File: src/design/rgd_pkg.sv
// ----------------------------------------------------------------------------
// rgd_pkg
// Shared types and constants of the grid ray caster.
// ----------------------------------------------------------------------------
`default_nettype none
package rgd_pkg;

  localparam int unsigned MapSide      = 64;
  localparam int unsigned MapBits      = $clog2(MapSide);
  localparam int unsigned ScreenWidth  = 1024;
  localparam int unsigned ScreenHeight = 768;

  localparam logic OpWrite = 1'b0;
  localparam logic OpCast  = 1'b1;

  localparam logic [0:0] CfgMapColumns = 1'b0;
  localparam logic [0:0] CfgMapRows    = 1'b1;

  typedef struct packed {
    logic        op;
    logic [5:0]  cell_col;
    logic [5:0]  cell_row;
    logic        cell_is_wall;
    logic [13:0] player_x;
    logic [13:0] player_y;
    logic [15:0] ray_dir_x;
    logic [15:0] ray_dir_y;
    logic [9:0]  screen_col;
  } item_t;

  typedef struct packed {
    logic [9:0]  column_out;
    logic [9:0]  span_top;
    logic [9:0]  span_end;
    logic        hit_side;
    logic [15:0] perp_distance;
    logic        left_map;
  } result_t;

endpackage
`default_nettype wire

File: src/design/rgd_front.sv
// ----------------------------------------------------------------------------
// rgd_front
// Two-entry queue that decouples item intake from the ray walker.
// ----------------------------------------------------------------------------
`default_nettype none
module rgd_front (
  input  wire logic            clk_i,
  input  wire logic            rst_ni,
  input  wire logic            in_valid_i,
  output logic                 in_ready_o,
  input  wire rgd_pkg::item_t  in_data_i,
  output logic                 q_valid_o,
  input  wire logic            q_pop_i,
  output rgd_pkg::item_t       q_data_o
);
  rgd_pkg::item_t mem_q [2];
  logic wr_q, rd_q;
  logic [1:0] cnt_q;
  logic push;

  assign in_ready_o = (cnt_q != 2'd2);
  assign push       = in_valid_i && in_ready_o;
  assign q_valid_o  = (cnt_q != 2'd0);
  assign q_data_o   = mem_q[rd_q];

  always_ff @(posedge clk_i) begin
    if (push) mem_q[wr_q] <= in_data_i;
  end

  always_ff @(posedge clk_i or negedge rst_ni) begin
    if (!rst_ni) begin
      wr_q <= 1'b0; rd_q <= 1'b0; cnt_q <= 2'd0;
    end else begin
      if (push) wr_q <= ~wr_q;
      if (q_pop_i) rd_q <= ~rd_q;
      cnt_q <= cnt_q + {1'b0, push} - {1'b0, q_pop_i};
    end
  end
endmodule
`default_nettype wire

File: config.mk
export PLATFORM = sky130hd
export DESIGN_NAME = rgd_front
export DESIGN_NICKNAME = d
export VERILOG_FILES = /design/src/design/rgd_pkg.sv /design/src/design/rgd_front.sv
export SDC_FILE = /design/constraint.sdc
export NUM_CORES = 1
export LEC_CHECK = 0
export BUFFER_PORTS_ARGS = -buffer_cell sky130_fd_sc_hd__buf_2
export CAP_MARGIN = 20
export CORE_MARGIN = 2
export CORE_UTILIZATION = 30
export DETAILED_ROUTE_END_ITERATION = 16
export SLEW_MARGIN = 20
export SYNTH_ARGS = -nofsm -noshare
export SYNTH_HDL_FRONTEND = slang
export SYNTH_SLANG_ARGS = --single-unit
File: constraint.sdc
create_clock -name clk_i -period 11.9 [get_ports clk_i]
set_clock_uncertainty 0.1 [all_clocks]
set_input_delay 2.38 -clock clk_i [delete_from_list [all_inputs] [get_ports clk_i]]
set_output_delay 2.38 -clock clk_i [all_outputs]
set_load 0.02 [all_outputs]
==> run_results.csv, run 1 <==
group,metric,value,unit
global_route,grt_pass1_vias,3444,
worst_setup_path,worstReg2RegStart,"cnt_q[0]",
global_route,antenna_found_initial,1,
synth,synth_cell_type_count,18,
routing,drt_first_pass_iters,4,
floorplanning,core_area,0.0204,sq mm
worst_setup_path,critPathArrivalTime,2410,ps
pwr,leakagePower,2.98,nW
worst_hold_path,hp-start,"cnt_q[0]",
synth,post-synth-top-count-cell,"edfxtp_1",
synth,synth_enable_flop_cells,168,
timing,timing.setup.tns,0,ps
worst_setup_path,rr_endpoint,"mem_q[0][54]",
worst_hold_path,holdPathStages,1,
global_route,grt_pass1_wl,18200,um
routing,via_count,3199,
routing,drt-total-wl,11700,um
global_route,track_usage,10.9,%
floorplanning,rows,52,
placement,port_buffers,173,
global_route,use_met1,12.9,%
timing,relSlewSlack,56.5,%
global_route,overflow,0,
floorplanning,dieArea,0.0221,sq mm
routing,drtAntennaViolNets,0,
worst_setup_path,cp-start-kind,"register",
synth,ys_ff_latch,172,
floorplanning,die_w,149,um
routing,wl_per_cell,15.6,um
cts,cts_tree,"done",
placement,placed_cell_area,0.00745,sq mm
timing,max_clock_freq,0.204,GHz
global_route,grt_use_met3,4.23,%
worst_setup_path,path_max_fanout,48,
cts,cts_resized,0,
timing,fin_crit,4890,ps
worst_setup_path,required,9420,ps
cts,clock_latency,410,ps
cts,cts_hold_buf,0,
synth,yosysWarnings,0,
global_route,grt.busiest_layer,"met2",
synth,postSynthCellCount,278,
run_status,run_status,"finished clean",
cts,post-cts-setup-buffers,0,
routing,routed_via_density,4.27,
floorplanning,dieHeight,149,um
timing,drv_slew,0,
routing,drc,0,
cts,path_clk_slew,60,ps
global_route,grt_max_degree,49,
floorplanning,io_pins,174,
synth,yosysTopAreaCellShare,80.5,%
synth,avgSynthCellArea,22.5,sq um
cts,cts-root-buf,"clkbuf_16",
synth,async_reset_ff_share,2.33,%
worst_setup_path,reg2reg_depth,4,
cells_and_area,layout-drive-gt1-share,51.5,%
synth,syn_area,0.00627,sq mm
flow_run,cap_viol_max_count,0,
global_route,use_met2,17.7,%
synth,netlist_top_cells_area,"edfxtp_1, mux2_1, mux2_2",
pwr,peakVddDrop,138,uV
routing,drtIter0Drc,76,
pwr,p_per_area,254,mW/mm^2
synth,yosys_most_used_dff,"edfxtp_1",
worst_hold_path,hold_path_end,"cnt_q[0]",
timing,finalCritPeriodShare,41.1,%
placement,dp_hpwl,7600,um
synth,synthTopCellsByCount,"edfxtp_1, mux2_1, mux2_2, buf_6, dfrtp_1",
timing,finalHoldViolCount,0,
cts,clockBufferDepth,2,
worst_hold_path,hp-class,"reg -> reg",
worst_setup_path,worstSetupEndpointType,"output pin",
worst_setup_path,worstSetupPathType,"reg -> out",
synth,syn_nets,367,
cells_and_area,final_area,0.00804,sq mm
timing,rsz0062_at_grt,"false",
placement,place_congestion,0.700,
cts,cts_made_buffers,17,
synth,seq_area_frac_synth,82.1,%
timing,worst_pin_slew,653,ps
pwr,p_total,0.00204,W
floorplanning,start_util,30.8,%
cts,cts_sinks,172,
worst_setup_path,r2r_setup_slack,9580,ps
synth,yosys.area.top_type,"edfxtp_1",
cts,htreeDepth,4,
timing,setup_violations,0,
cells_and_area,fin_nets,554,
cells_and_area,syn_to_final_growth,28.3,%
critical path, cell delays in order, from the launching register on:
cell	delay, ps
dfrtp_4	760
buf_4	640
mux2_2	410
buf_2	170
final cells by class:
cell class              instances  area [sq um]
diodes                          1          2.50
well taps                     270           338
repair buffers                177           908
multi-input cells              97          1050
flip-flops and latches        172          5150
clock inverters                15           163
fillers                      1919         12300
clock buffers                  17           425
power breakdown:
| part | internal [W] | switching (W) |
|---|---|---|
| clock network | 0.000313 | 0.000232 |
| registers | 0.000828 | 0.0000539 |
| logic | 0.000227 | 0.000384 |
| total | 0.00137 | 0.000670 |
layout by cell type, fill, tap and decap left out, types with 2 or more instances in the layout:
cell type,instances
buf_2,173
buf_4,3
bufinv_16,2
clkbuf_16,17
clkinv_1,2
clkinv_4,6
dfrtp_1,3
edfxtp_1,168
inv_6,3
mux2_1,50
mux2_2,34
xnor2_1,3
metrics by stage:
| stage | instances | utilization (%) | hold slack (ps) | worst slack [ps] |
|---|---|---|---|---|
| after floorplan | 278 | - | 361 | 5280 |
| after global placement | 715 | 36.5 | 424 | 7090 |
| after detailed placement | 716 | 36.6 | 438 | 7340 |
| after CTS | 748 | 39.5 | 450 | 6880 |
| after global routing | 748 | 39.5 | 490 | 6800 |
| final | 749 | 39.5 | 445 | 7010 |
worst max-delay path by stage:
| stage | from | slack, ps | depth (start not counted) | endpoint |
|---|---|---|---|---|
| after floorplan | in_valid_i | 5280 | 2 | mem_q[0][0] |
| after global placement | in_valid_i | 7090 | 4 | mem_q[0][81] |
| after detailed placement | rd_q | 7340 | 3 | q_data_o[13] |
| after CTS | rd_q | 6880 | 3 | q_data_o[7] |
| after global routing | rd_q | 6800 | 3 | q_data_o[20] |
| final | rd_q | 7010 | 3 | q_data_o[20] |
per-layer routing:
metal	vias up	wire length, um
met4	0	152
met2	115	5710
met5	-	0
met3	11	958
li1	1483	-
met1	1590	4850
registers in the layout (all words and copies together) (netlist names):
name	flops
wr_q	1
mem_q	168
rd_q	1
cnt_q	2
cell families (layout without fill, tap and decap cells):
| logic type | after synthesis | in the layout | synth area share (%) |
|---|---|---|---|
| compound gates | 2 | 2 | 0.240 |
| flops | 172 | 172 | 82.1 |
| xor+xnor | 4 | 4 | 0.559 |
| simple gates | 6 | 6 | 0.539 |
| buf+inv | 9 | 209 | 1.26 |
| other cells | 0 | 1 | 0 |
| fa+ha+maj | 1 | 1 | 0.200 |
| mux | 84 | 84 | 15.1 |
(Power assumes the default switching activity.)
==> inputs of run 2 (changes only) <==
ABC_AREA = 1   (was unset)
clock period = 4.4 ns   (was 11.9 ns; I/O delays follow)
==> run 2 against run 1 <==
Against the previous run:
- sequential cell count unchanged
- synthesized cell count rose by 3.6%
- first-iteration DRC count up 42%
- clock power increased to 2.7 times the previous value
- critical path depth unchanged
- register-to-register slack got worse by 7500 ps
- utilization increased by 0.17 points
- via count decreased by 0.38%
- sequential power grew to 2.7 times the previous value
- synthesized area grew 0.16%
==> run_results.csv, run 2 <==
group,metric,value,unit
run_status,run_status,"finished clean",
timing,max_clock_freq,0.323,GHz
global_route,antenna_found_initial,2,
worst_setup_path,rr_endpoint,"mem_q[0][24]",
global_route,overflow,0,
synth,synth_cell_type_count,15,
cells_and_area,stdcell_count,759,
pwr,leakagePower,3.01,nW
synth,postSynthCellCount,288,
timing,setup_violations,0,
timing,relSlewSlack,56.1,%
synth,yosys_most_used_dff,"edfxtp_1",
synth,post-synth-top-count-cell,"edfxtp_1",
routing,drt_first_pass_iters,4,
worst_setup_path,worstSetupPathType,"reg -> out",
cells_and_area,fillers,1885,
cells_and_area,regMostFlops,"mem_q",
synth,netlist_top_cells_area,"edfxtp_1, mux2_1, mux2_2",
synth,synth_enable_flop_cells,168,
placement,port_buffers,173,
routing,drtIter0Drc,108,
routing,top_layer,"met5",
worst_setup_path,endpoint,"q_data_o[40]",
cells_and_area,final_util,39.6,%
routing,drc,0,
pwr,p_per_area,685,mW/mm^2
synth,ys_ff_latch,172,
synth,syn_nets,377,
routing,wl_per_cell,15.4,um
worst_setup_path,r2r_setup_slack,2090,ps
floorplanning,start_util,30.8,%
cells_and_area,layout_common_cells,"buf_2, edfxtp_1, mux2_1, mux2_2, clkbuf_16",
worst_setup_path,worstSetupEndpointType,"output pin",
worst_setup_path,slowest_delay,800,ps
synth,yosys.area.top_type,"edfxtp_1",
global_route,grt_pass1_wl,18000,um
global_route,grt_pass1_vias,3532,
worst_setup_path,crit_family,"flip-flops",
routing,met2WireLength,6000,um
flow_run,cap_viol_max_count,0,
timing,finalCritPeriodShare,70.4,%
floorplanning,die_w,149,um
worst_setup_path,cp_slowest_cell,"dfrtp_4",
floorplanning,core_area,0.0204,sq mm
timing,fin_ws,1300,ps
worst_setup_path,required,3420,ps
synth,yosysWarnings,0,
worst_setup_path,cp_cell_sequence,"buf_16 > mux2_1 > buf_2",
timing,worst_pin_slew,657,ps
routing,routed_via_density,4.20,
worst_setup_path,cp-start-kind,"register",
cts,cts_hold_buf,0,
cts,clock_latency,410,ps
floorplanning,dieHeight,149,um
routing,drt-total-wl,11700,um
cells_and_area,fin_nets,564,
cells_and_area,syn_to_final_growth,28.6,%
timing,timing.setup.tns,0,ps
worst_setup_path,reg2reg_depth,4,
routing,drtAntennaViolNets,0,
cells_and_area,regArea,0.00515,sq mm
global_route,track_usage,10.8,%
cells_and_area,top_regs,"mem_q: 168 flops, cnt_q: 2 flops",
floorplanning,rows,52,
worst_setup_path,critical_path_depth,3,
cts,htreeDepth,4,
worst_setup_path,path_max_fanout,46,
floorplanning,io_pins,174,
cells_and_area,layout-drive-gt1-share,50.0,%
synth,avgSynthCellArea,21.8,sq um
placement,dp_cells,725,
global_route,grt_max_degree,86,
timing,fin_crit,3100,ps
timing,drv_slew,0,
synth,yosysTopAreaCellShare,80.4,%
cts,cts_made_buffers,17,
floorplanning,dieArea,0.0221,sq mm
worst_setup_path,worstReg2RegStart,"cnt_q[1]",
synth,seq_area_frac_synth,82.0,%
cells_and_area,final_common_cell,"buf_2",
placement,dp_hpwl,7580,um
routing,route.met3.wl,900,um
placement,dpl_worst_slack,1570,ps
cts,cts_tree,"done",
worst_setup_path,startpoint,"rd_q",
pwr,peakVddDrop,383,uV
cts,post-cts-setup-buffers,0,
cts,cts_sinks,172,
worst_setup_path,critPathArrivalTime,2120,ps
synth,async_reset_ff_share,2.33,%
placement,place_congestion,0.645,
routing,drt-met1-wl,4660,um
synth,synthTopCellsByCount,"edfxtp_1, mux2_1, mux2_2, nand2_1",
cts,clockBufferDepth,2,
cells_and_area,largest_reg_flops,168,
synth,syn_area,0.00628,sq mm
routing,via_count,3187,
cells_and_area,multi_input_area,0.00105,sq mm
timing,finalHoldViolCount,0,
cts,cts_resized,0,
cts,path_clk_slew,70,ps
cts,cts-root-buf,"clkbuf_16",
worst_hold_path,hp-class,"in -> async",
timing,rsz0062_at_grt,"false",
worst_setup_path,path_buf_inv,2,
==> run 2: changes by cell type in the layout (fill, tap and decap cells not counted), sizes merged, moves of 2 or more <==
cell / before / now
nor2: 1 / 3
clkinv: 9 / 3
xnor2: 3 / 0
inv: 4 / 10
nand2: 1 / 10
clkinvlp: 0 / 4
==> run 2: worst min path at each step <==
stage                          end  slack (ps)  depth (start not counted)
after floorplan           cnt_q[0]         380                          1
after global placement    cnt_q[0]         390                          1
after detailed placement  cnt_q[0]         400                          1
after CTS                     rd_q         140                          1
after global routing      cnt_q[1]         130                          1
final                         rd_q         160                          1
==> run 2: where the power goes <==
part / switching [W] / internal (W)
sequential: 0.000152 / 0.00223
clock: 0.000639 / 0.000849
combinational: 0.00104 / 0.000623
==> run 2: through the flow <==
| stage | hold slack [ps] | area (sq um) | total power, W |
|---|---|---|---|
| 2_1_floorplan | 378 | 6280 | 0.00356 |
| 4_1_cts | 135 | 8040 | 0.00560 |
| 3_3_place_gp | 385 | 7450 | 0.00405 |
| 3_5_place_dp | 403 | 7450 | 0.00409 |
| 5_1_grt | 132 | 8070 | 0.00581 |
| 6_report | 158 | 8070 | 0.00553 |
==> run 2: routing by layer <==
| layer | vias up | track usage, % |
|---|---|---|
| li1 | 1508 | - |
| met1 | 1562 | 11.7 |
| met2 | 104 | 18.9 |
| met3 | 11 | 4.39 |
| met4 | 2 | 4.29 |
| met5 | - | 0 |
==> run 2: cell families after synthesis <==
family	synth area share (%)
AOI/OAI and AO/OA	0.0797
xor gates and xnor gates	0.140
adders and majority gates	0.199
buffers and inverters	1.55
DFF	82.0
muxes	15.1
and+or+nand+nor	0.977
==> run 2: area by class of cell <==
cell class / count / area share [%]
timing repair buffer: 177 / 11.5
clock inverter: 14 / 1.98
antenna: 1 / 0.0310
tap: 270 / 4.18
multi-input combinational: 102 / 13.0
clock buffer: 18 / 5.32
inverter: 5 / 0.232
sequential: 172 / 63.8
==> run 2: worst register-to-register path, stage by stage (launching register included) <==
cell	delay (ps)
dfrtp_1	400
nand2_1	130
nand2_1	180
nor2_4	560
buf_4	540
==> inputs of run 3 (changes only) <==
clock period = 3.2 ns   (was 4.4 ns; I/O delays follow)
==> run 3 against run 2 <==
Against the previous run:
- combinational power up 39%
- worst hold slack gained 150 ps
- non-clock buffer count increased by 4
- sequential share of layout area about the same
- critical path type unchanged
- die area stayed put
- final area is essentially flat
- clock power up 36%
- routed wire length up 1.3%
- first-iteration DRC count up 33%
- critical endpoint is now q_data_o[10]
- clock-buffer cell count is 1 higher
- final cell count grew 0.53%
- largest power group unchanged
- setup slack got worse by 980 ps
- largest cell class unchanged
==> run_results.csv, run 3 (synthesis results as in run 2) <==
group,metric,value,unit
global_route,grt.busiest_layer,"met2",
placement,place_congestion,0.670,
timing,finalHoldViolCount,0,
worst_setup_path,cp_slowest_cell,"dfrtp_4",
global_route,overflow,0,
worst_setup_path,required,2460,ps
placement,port_buffers,173,
worst_setup_path,crit_family,"flip-flops",
run_status,run_status,"finished clean",
floorplanning,start_util,30.8,%
cells_and_area,final_util,39.7,%
routing,routed_via_density,4.25,
cells_and_area,syn_to_final_growth,28.7,%
floorplanning,dieHeight,149,um
worst_setup_path,endpoint,"q_data_o[10]",
global_route,antenna_found_initial,2,
routing,drc,0,
worst_setup_path,worstReg2RegStart,"cnt_q[0]",
pwr,peakVddDrop,405,uV
cts,clock_latency,410,ps
worst_setup_path,path_buf_inv,2,
global_route,track_usage,10.8,%
pwr,switching_power,0.00245,W
worst_setup_path,critical_path_depth,3,
cts,path_clk_slew,60,ps
cts,cts-root-buf,"clkbuf_16",
global_route,use_met1,11.7,%
worst_setup_path,path_max_fanout,34,
worst_setup_path,critPathArrivalTime,2140,ps
cts,cts_sinks,172,
pwr,combPwrFrac,30.4,%
routing,via_count,3241,
global_route,grt_max_degree,50,
worst_setup_path,cp-start-kind,"register",
placement,dp_hpwl,8010,um
routing,drt_first_pass_iters,4,
flow_run,cap_viol_max_count,0,
cells_and_area,final_common_cell,"buf_2",
floorplanning,dieArea,0.0221,sq mm
timing,max_clock_freq,0.347,GHz
global_route,grt_pass1_wl,17800,um
worst_hold_path,hp-class,"in -> reg",
cts,cts_hold_buf,1,
floorplanning,rows,52,
pwr,p_int,0.00515,W
timing,finalCritPeriodShare,90.0,%
global_route,grt_pass1_vias,3433,
pwr,leakagePower,3.02,nW
cts,post-cts-setup-buffers,0,
pwr,netSwitchingFraction,32.2,%
global_route,use_met2,18.9,%
timing,fin_crit,2880,ps
timing,worst_pin_slew,677,ps
worst_setup_path,slowest_delay,750,ps
cells_and_area,stdcell_count,763,
routing,drtAntennaViolNets,0,
routing,drt-total-wl,11800,um
worst_setup_path,reg2reg_depth,5,
routing,drtIter0Drc,144,
cells_and_area,top_regs,"mem_q: 168 flops, cnt_q: 2 flops",
cts,cts_resized,0,
worst_setup_path,rr_endpoint,"mem_q[1][2]",
timing,drv_slew,0,
placement,dp_cells,729,
cts,clockBufferDepth,2,
worst_setup_path,worstSetupEndpointType,"output pin",
pwr,p_per_area,941,mW/mm^2
pwr,power_frac_seq,43.0,%
worst_setup_path,worstSetupPathType,"reg -> out",
cells_and_area,layout_common_cells,"buf_2, edfxtp_1, mux2_1, mux2_2, clkbuf_16",
timing,relSlewSlack,54.9,%
cells_and_area,layout-drive-gt1-share,49.4,%
cts,htreeDepth,4,
floorplanning,io_pins,174,
worst_setup_path,cp_cell_sequence,"buf_4 > mux2_2 > buf_2",
pwr,clkPwrFrac,26.6,%
cells_and_area,fin_nets,568,
routing,wl_per_cell,15.5,um
global_route,grt_use_met3,4.20,%
cts,cts_tree,"done",
cells_and_area,largest_reg_flops,168,
cells_and_area,regMostFlops,"mem_q",
floorplanning,core_area,0.0204,sq mm
timing,rsz0062_at_grt,"false",
timing,hold_slack,309,ps
worst_setup_path,startpoint,"rd_q",
worst_setup_path,r2r_setup_slack,1150,ps
floorplanning,die_w,149,um
cts,cts_made_buffers,17,
timing,setup_violations,0,
## run 3: worst min-delay path by stage
stage	start	endpoint	slack, ps	depth (start not counted)
finish	in_data_i[76]	mem_q[1][76]	310	1
global route	in_data_i[77]	mem_q[1][77]	280	1
CTS	in_data_i[16]	mem_q[0][16]	280	1
detailed placement	rst_ni	wr_q	360	1
global placement	rst_ni	wr_q	360	1
floorplan	rst_ni	cnt_q[0]	240	0
## run 3: power by group through the flow
stage / registers (W) / logic, W / clock network, W
after global routing: 0.00333 / 0.00248 / 0.00218
final: 0.00327 / 0.00231 / 0.00202
after global placement: 0.00331 / 0.00232 / 0
after detailed placement: 0.00333 / 0.00235 / 0
after CTS: 0.00328 / 0.00237 / 0.00209
after floorplan: 0.00322 / 0.00167 / 0
## run 3: cell type report
class,count,area [sq um]
fill,1859,12300
sequential,172,5150
multi-input combinational,102,1050
timing repair buffer,181,941
clock buffer,19,433
tap,270,338
clock inverter,13,149
inverter,5,18.8
antenna,1,2.50
## run 3: per-layer routing
layer	routed length (um)	vias to the layer above	share of wire, %
met5	15	-	0.13
met2	5970	118	50
met1	4720	1597	40
met4	177	2	1.5
met3	967	14	8.2
li1	-	1510	-
## run 3: metrics by stage
step | cell area (sq um) | setup TNS (ps) | power [W] | setup slack [ps]
detailed placement | 7480 | 0 | 0.00568 | 698
global route | 8080 | 0 | 0.00798 | 175
floorplan | 6280 | -50360 | 0.00489 | -308
finish | 8080 | 0 | 0.00760 | 320
global placement | 7480 | 0 | 0.00563 | 751
CTS | 8080 | 0 | 0.00774 | 236
